==> src/hw/rtl/bgc_pkg.sv <==
// Package with the types, codes and constants of the button gesture classifier.
package bgc_pkg;

  localparam int MAX_PRESSES = 15;
  localparam int TICK_W      = 32;
  localparam int TIME_IN_W   = 32;
  localparam int COUNT_W     = $clog2(MAX_PRESSES + 1);
  localparam int TIMEOUT_W   = 20;
  localparam int MARK_W      = 4;
  localparam int CFG_DATA_W  = 20;
  localparam int CFG_INDEX_W = 2;
  localparam int OP_W        = 2;
  localparam int EVENT_W     = 3;

  // Compare widths wide enough for both operands.
  localparam int MARK_CMP_W = (COUNT_W > MARK_W) ? COUNT_W : MARK_W;
  localparam int TIME_CMP_W = (TICK_W > TIMEOUT_W) ? TICK_W : TIMEOUT_W;

  localparam logic [COUNT_W-1:0] COUNT_MAX = COUNT_W'(MAX_PRESSES);

  typedef enum logic [OP_W-1:0] {
    OP_PRESS   = 2'd0,
    OP_RELEASE = 2'd1,
    OP_POLL    = 2'd2
  } op_t;

  typedef enum logic [EVENT_W-1:0] {
    EV_NONE      = 3'd0,
    EV_SHORT     = 3'd1,
    EV_MULTI_ONE = 3'd2,
    EV_MULTI_TWO = 3'd3,
    EV_LONG      = 3'd4
  } key_event_t;

  localparam logic [CFG_INDEX_W-1:0] REG_TIMEOUT      = 2'd0;
  localparam logic [CFG_INDEX_W-1:0] REG_FIRST_MULTI  = 2'd1;
  localparam logic [CFG_INDEX_W-1:0] REG_SECOND_MULTI = 2'd2;

  localparam logic [TIMEOUT_W-1:0] TIMEOUT_RESET      = TIMEOUT_W'(2000);
  localparam logic [MARK_W-1:0]    FIRST_MULTI_RESET  = MARK_W'(4);
  localparam logic [MARK_W-1:0]    SECOND_MULTI_RESET = MARK_W'(6);

  typedef struct packed {
    logic [TIMEOUT_W-1:0] timeout_ticks;
    logic [MARK_W-1:0]    first_multi_count;
    logic [MARK_W-1:0]    second_multi_count;
  } cfg_t;

  typedef struct packed {
    logic               key_held;
    logic [COUNT_W-1:0] press_count;
    logic [TICK_W-1:0]  first_press_time;
    logic [TICK_W-1:0]  last_press_time;
  } press_state_t;

endpackage

==> src/hw/rtl/button_gesture_classifier_core.sv <==
// Top level of the button gesture classifier: input stage, press state and result register.
//
//   channel | direction | handshake            | payload
//   --------+-----------+----------------------+----------------------------
//   in      | input     | in_valid / in_ready  | op, time_now
//   out     | output    | out_valid / out_ready| key_event
//   cfg     | input     | cfg_we (no wait)     | cfg_index, cfg_data
//
// One item is taken per cycle while the output is not stalled. An accepted
// item sits in the input register, where it is classified against the press
// state, until the output register can load; its result is then loaded into
// the output register. Synchronous reset empties both stages, clears the
// press state and loads the default configuration. When the output is
// stalled the result register holds, and the input register still takes one
// more item if it is empty.
module button_gesture_classifier_core (
  input  logic                            clk,
  input  logic                            rst,
  input  logic                            in_valid,
  output logic                            in_ready,
  input  logic [bgc_pkg::OP_W-1:0]        op,
  input  logic [bgc_pkg::TIME_IN_W-1:0]   time_now,
  output logic                            out_valid,
  input  logic                            out_ready,
  output logic [bgc_pkg::EVENT_W-1:0]     key_event,
  input  logic                            cfg_we,
  input  logic [bgc_pkg::CFG_INDEX_W-1:0] cfg_index,
  input  logic [bgc_pkg::CFG_DATA_W-1:0]  cfg_data
);
  import bgc_pkg::*;

  cfg_t                 cfg;
  press_state_t         seq_state;
  press_state_t         seq_state_next;
  logic                 s1_valid;
  logic [OP_W-1:0]      s1_op;
  logic [TIME_IN_W-1:0] s1_time;
  logic [TICK_W-1:0]    s1_now;
  logic [EVENT_W-1:0]   event_next;
  logic                 out_load;
  logic                 s1_advance;
  logic                 in_take;

  // The result register can load when it is empty or being drained this cycle.
  assign out_load   = !out_valid || out_ready;
  assign s1_advance = s1_valid && out_load;
  assign in_ready   = !rst && (!s1_valid || out_load);
  assign in_take    = in_valid && in_ready;

  // Event ticks are taken modulo the tick width.
  assign s1_now = TICK_W'(s1_time);

  bgc_cfg_regs u_cfg_regs (
    .clk       (clk),
    .rst       (rst),
    .cfg_we    (cfg_we),
    .cfg_index (cfg_index),
    .cfg_data  (cfg_data),
    .cfg       (cfg)
  );

  bgc_classify u_classify (
    .cfg       (cfg),
    .cur       (seq_state),
    .op        (s1_op),
    .now       (s1_now),
    .nxt       (seq_state_next),
    .key_event (event_next)
  );

  // Input register.
  always_ff @(posedge clk) begin
    if (rst) begin
      s1_valid <= 1'b0;
    end else if (in_take) begin
      s1_valid <= 1'b1;
    end else if (s1_advance) begin
      s1_valid <= 1'b0;
    end
  end

  always_ff @(posedge clk) begin
    if (in_take) begin
      s1_op   <= op;
      s1_time <= time_now;
    end
  end

  // Press state advances exactly once per classified item, so the next item
  // in the input register always sees the state its predecessor left.
  always_ff @(posedge clk) begin
    if (rst) begin
      seq_state <= '0;
    end else if (s1_advance) begin
      seq_state <= seq_state_next;
    end
  end

  // Result register.
  always_ff @(posedge clk) begin
    if (rst) begin
      out_valid <= 1'b0;
    end else if (out_load) begin
      out_valid <= s1_valid;
    end
  end

  always_ff @(posedge clk) begin
    if (s1_advance) begin
      key_event <= event_next;
    end
  end

endmodule

==> src/hw/rtl/bgc_cfg_regs.sv <==
// Configuration register file of the button gesture classifier.
module bgc_cfg_regs (
  input  logic                           clk,
  input  logic                           rst,
  input  logic                           cfg_we,
  input  logic [bgc_pkg::CFG_INDEX_W-1:0] cfg_index,
  input  logic [bgc_pkg::CFG_DATA_W-1:0]  cfg_data,
  output bgc_pkg::cfg_t                  cfg
);
  import bgc_pkg::*;

  always_ff @(posedge clk) begin
    if (rst) begin
      cfg.timeout_ticks      <= TIMEOUT_RESET;
      cfg.first_multi_count  <= FIRST_MULTI_RESET;
      cfg.second_multi_count <= SECOND_MULTI_RESET;
    end else if (cfg_we) begin
      case (cfg_index)
        REG_TIMEOUT:      cfg.timeout_ticks      <= cfg_data[TIMEOUT_W-1:0];
        REG_FIRST_MULTI:  cfg.first_multi_count  <= cfg_data[MARK_W-1:0];
        REG_SECOND_MULTI: cfg.second_multi_count <= cfg_data[MARK_W-1:0];
        default: ;
      endcase
    end
  end

endmodule

==> src/hw/rtl/bgc_classify.sv <==
// Combinational gesture classification and press state update for one item.
module bgc_classify (
  input  bgc_pkg::cfg_t                 cfg,
  input  bgc_pkg::press_state_t         cur,
  input  logic [bgc_pkg::OP_W-1:0]      op,
  input  logic [bgc_pkg::TICK_W-1:0]    now,
  output bgc_pkg::press_state_t         nxt,
  output logic [bgc_pkg::EVENT_W-1:0]   key_event
);
  import bgc_pkg::*;

  logic [TICK_W-1:0]     first_diff;
  logic [TICK_W-1:0]     last_diff;
  logic [TIME_CMP_W-1:0] timeout_ext;
  logic [TIME_CMP_W-1:0] first_diff_ext;
  logic [TIME_CMP_W-1:0] last_diff_ext;
  logic                  in_window;
  logic                  past_first;
  logic                  past_last;
  logic [MARK_CMP_W-1:0] count_ext;
  logic [MARK_CMP_W-1:0] mark1_ext;
  logic [MARK_CMP_W-1:0] mark2_ext;
  logic                  seq_clear;
  key_event_t            ev;

  // Tick differences wrap modulo the tick width.
  assign first_diff     = now - cur.first_press_time;
  assign last_diff      = now - cur.last_press_time;
  assign timeout_ext    = TIME_CMP_W'(cfg.timeout_ticks);
  assign first_diff_ext = TIME_CMP_W'(first_diff);
  assign last_diff_ext  = TIME_CMP_W'(last_diff);
  assign in_window      = first_diff_ext < timeout_ext;
  assign past_first     = first_diff_ext > timeout_ext;
  assign past_last      = last_diff_ext > timeout_ext;

  assign count_ext = MARK_CMP_W'(cur.press_count);
  assign mark1_ext = MARK_CMP_W'(cfg.first_multi_count);
  assign mark2_ext = MARK_CMP_W'(cfg.second_multi_count);

  always_comb begin
    nxt       = cur;
    ev        = EV_NONE;
    seq_clear = 1'b0;
    case (op)
      OP_PRESS: begin
        nxt.key_held        = 1'b1;
        nxt.last_press_time = now;
        if (cur.press_count == '0) begin
          ev                   = EV_SHORT;
          nxt.first_press_time = now;
        end else if (count_ext == mark1_ext) begin
          if (in_window) ev = EV_MULTI_ONE;
        end else if (count_ext == mark2_ext) begin
          if (in_window) begin
            ev        = EV_MULTI_TWO;
            seq_clear = 1'b1;
          end
        end
        if (seq_clear) begin
          nxt.press_count      = '0;
          nxt.first_press_time = '0;
        end else if (cur.press_count < COUNT_MAX) begin
          nxt.press_count = cur.press_count + 1'b1;
        end
      end
      OP_RELEASE: begin
        nxt.key_held = 1'b0;
      end
      OP_POLL: begin
        if ((cur.press_count != '0) && past_first) begin
          if (cur.key_held) begin
            if (past_last) begin
              ev        = EV_LONG;
              seq_clear = 1'b1;
            end
          end else begin
            seq_clear = 1'b1;
          end
        end
        if (seq_clear) begin
          nxt.press_count      = '0;
          nxt.first_press_time = '0;
        end
      end
      default: ;
    endcase
  end

  assign key_event = ev;

endmodule

==> config.mk <==
export PLATFORM = sky130hd
export DESIGN_NAME = button_gesture_classifier_core
export DESIGN_NICKNAME = d
export VERILOG_FILES = /design/src/hw/rtl/bgc_pkg.sv /design/src/hw/rtl/button_gesture_classifier_core.sv /design/src/hw/rtl/bgc_cfg_regs.sv /design/src/hw/rtl/bgc_classify.sv
export SDC_FILE = /design/constraint.sdc
export NUM_CORES = 1
export LEC_CHECK = 0
export BUFFER_PORTS_ARGS = -buffer_cell sky130_fd_sc_hd__buf_2
export CORE_ASPECT_RATIO = 1.25
export CORE_MARGIN = 2
export CORE_UTILIZATION = 31
export CTS_CLUSTER_DIAMETER = 100
export DETAILED_ROUTE_END_ITERATION = 16
export SKIP_CTS_REPAIR_TIMING = 1
export SYNTH_ARGS = -nofsm -noshare
export SYNTH_HDL_FRONTEND = slang
export SYNTH_SLANG_ARGS = --single-unit
==> constraint.sdc <==
create_clock -name clk -period 14.6 [get_ports clk]
set_input_delay 2.92 -clock clk [delete_from_list [all_inputs] [get_ports clk]]
set_output_delay 2.92 -clock clk [all_outputs]
set_load 0.02 [all_outputs]
==> results_dict.tcl <==
set metrics [dict create \
    status "finished, final reports clean" \
    postSynth.asyncResetShare 0 \
    crit_path_end_kind "output pin" \
    drc 0 \
    drv_slew 0 \
    hold_slack_ps 454 \
    fin_tns_setup_ps 0 \
    core_um2 32500 \
    ios 66 \
    fillCellCount 3398 \
    layout-drive-gt1-share 0.130 \
    finalPower_mw 1.01 \
    grt_pass1_vias 8525 \
    p_per_area_nw_per_um2 89.2 \
    finalNetCount 1424 \
    wl_per_cell_um 16.4 \
    clock-sinks 136 \
    clkTransAtPathRegs_ps 50 \
    final_util 0.348 \
    ctsHtreeMaxLevel 4 \
    skew_ps 12.6 \
    cp_data_required_time_ps 11680 \
    max-cap-violations 0 \
    synth_ff_type "dfxtp_1" \
    path_cells "buf_4 > a21oi_1 > buf_2" \
    fmax_mhz 150 \
    synth_area_um2 10200 \
    grt.overflow.total 0 \
    dp_hpwl_um 21200 \
    postSynthCellCount 1229 \
    portBuffers 65 \
    syn_nets 1396 \
    critical_path.max_stage_delay_ps 500 \
    antenna_found_initial 0 \
    dieArea_um2 34400 \
    layout_commonest_cell "nand2_1" \
    startpoint_type "input pin" \
    fin_crit_sh 0.457 \
    cts_tree "yes" \
    critical_path_arrival_ps 3760 \
    clock_tree.buffer_depth 2 \
    synth_seq_cells 136 \
    crit_path_max_fanout 56 \
    dieWidth_um 166 \
    ys_types 86 \
    area_growth_pct 11.0 \
    detail_route.first_pass.iterations 5 \
    tightest_slew_ps 1190 \
    hold_viol 0 \
    layout_common_cells "nand2_1, a21oi_1, ha_1" \
    vias 8825 \
    syn_avg_cell_area_um2 8.29 \
    vias_per_cell 5.23 \
    placementRows 74 \
    placed_area_um2 10800 \
    critical_path_class "in -> out" \
    gp_congestion 0.896 \
    antenna_left 0 \
    grt_pass1_wl_um 44400 \
    ys_seq_area_frac 0.303 \
    synth_edf_count 37 \
    die_h_um 207 \
    power.leakage_nw 4.17 \
    fin_crit_ps 6680 \
    initial_core_util 0.314 \
    critPathSlowestCell "buf_4" \
    insertedDiodeCount 0 \
    grt_max_degree 78 \
    setup_violations 0 \
    hp-class "reg -> reg" \
    stdcell_area_um2 11300 \
    grtUsageTotal 0.162 \
    ir_drop_mv 0.0619 \
    cts_buffers 17 \
    root_buffer "clkbuf_16" \
    drt-total-wl_um 27700 \
    synth_warnings 0 \
    drtIter0Drc 496 \
    rsz0062_at_grt "no" \
    slew_headroom 0.202 \
    insertion_delay_ps 440 \
]
==> state kept, by name, indices dropped and copies added (netlist names) <==
register / count
s1_valid: 1
seq_state: 69
u_cfg_regs.cfg: 28
key_event: 3
s1_now: 32
out_valid: 1
s1_op: 2
==> synth_stat cells (24+ instances only) <==
cell type	instances	share of area
o31ai_2	30	0.037
nand4_1	27	0.017
nand3_1	52	0.026
nor3b_1	33	0.024
ha_1	104	0.13
edfxtp_1	37	0.11
dfxtp_1	99	0.19
clkbuf_1	38	0.014
xnor2_1	34	0.029
o21ai_0	53	0.026
a21oi_1	138	0.068
xor2_1	24	0.021
nand2_1	162	0.060
inv_1	99	0.036
nor2_1	63	0.023
==> cells by family after synthesis <==
group	Yosys count	share of synthesized area
AOI/OAI and AO/OA	350	0.238
xor gates and xnor gates	58	0.0498
adders and majority gates	106	0.132
buffers and inverters	161	0.0682
DFF	136	0.303
muxes	10	0.00994
and+or+nand+nor	408	0.199
==> critical path: cells and delay by family <==
kind                   cells  cell delay, ps
buffers and inverters      2             700
AO/OA/AOI/OAI              1             100
==> metal layers <==
| metal | vias up | GRT usage | part of all wire |
|---|---|---|---|
| met5 | - | 0 | 0 |
| met4 | 0 | 0.0593 | 0.025 |
| met3 | 38 | 0.0292 | 0.036 |
| met2 | 172 | 0.285 | 0.49 |
| met1 | 4152 | 0.199 | 0.45 |
| li1 | 4463 | - | - |
==> report_power, final <==
part / switching, mW / leakage (nW) / internal [mW]
Sequential: 0.00952 / 1.15 / 0.400
Clock: 0.165 / 0.263 / 0.238
Combinational: 0.120 / 2.76 / 0.0772
==> layout make-up <==
| cell class | count | area [µm²] | share of cell area |
|---|---|---|---|
| Multi-Input combinational cell | 932 | 6420 | 0.567 |
| Clock inverter | 4 | 22.5 | 0.00199 |
| Clock buffer | 27 | 513 | 0.0453 |
| Tap cell | 418 | 523 | 0.0462 |
| Sequential cell | 136 | 3090 | 0.273 |
| Inverter | 99 | 372 | 0.0328 |
| Timing Repair Buffer | 71 | 373 | 0.0329 |
==> final timing paths <==
check                                  start                         end  slack (ps)  depth (start not counted)
hold / removal    seq_state[14]$_SDFFE_PP0P_  seq_state[14]$_SDFFE_PP0P_         450                          2
setup reg to reg         s1_now[0]$_DFFE_PP_  seq_state[51]$_SDFFE_PP0P_        8420                         22
setup / recovery                         rst                    in_ready        7920                          3
hold reg to reg   seq_state[14]$_SDFFE_PP0P_  seq_state[14]$_SDFFE_PP0P_         450                          2
==> metrics by stage <==
step	setup WS [ps]	std cells
2_1_floorplan	8120	1229
3_3_place_gp	7920	1656
3_5_place_dp	7910	1656
4_1_cts	7910	1687
5_1_grt	7830	1687
6_report	7920	1687
Note: power is estimated with default switching activity, not from simulation.
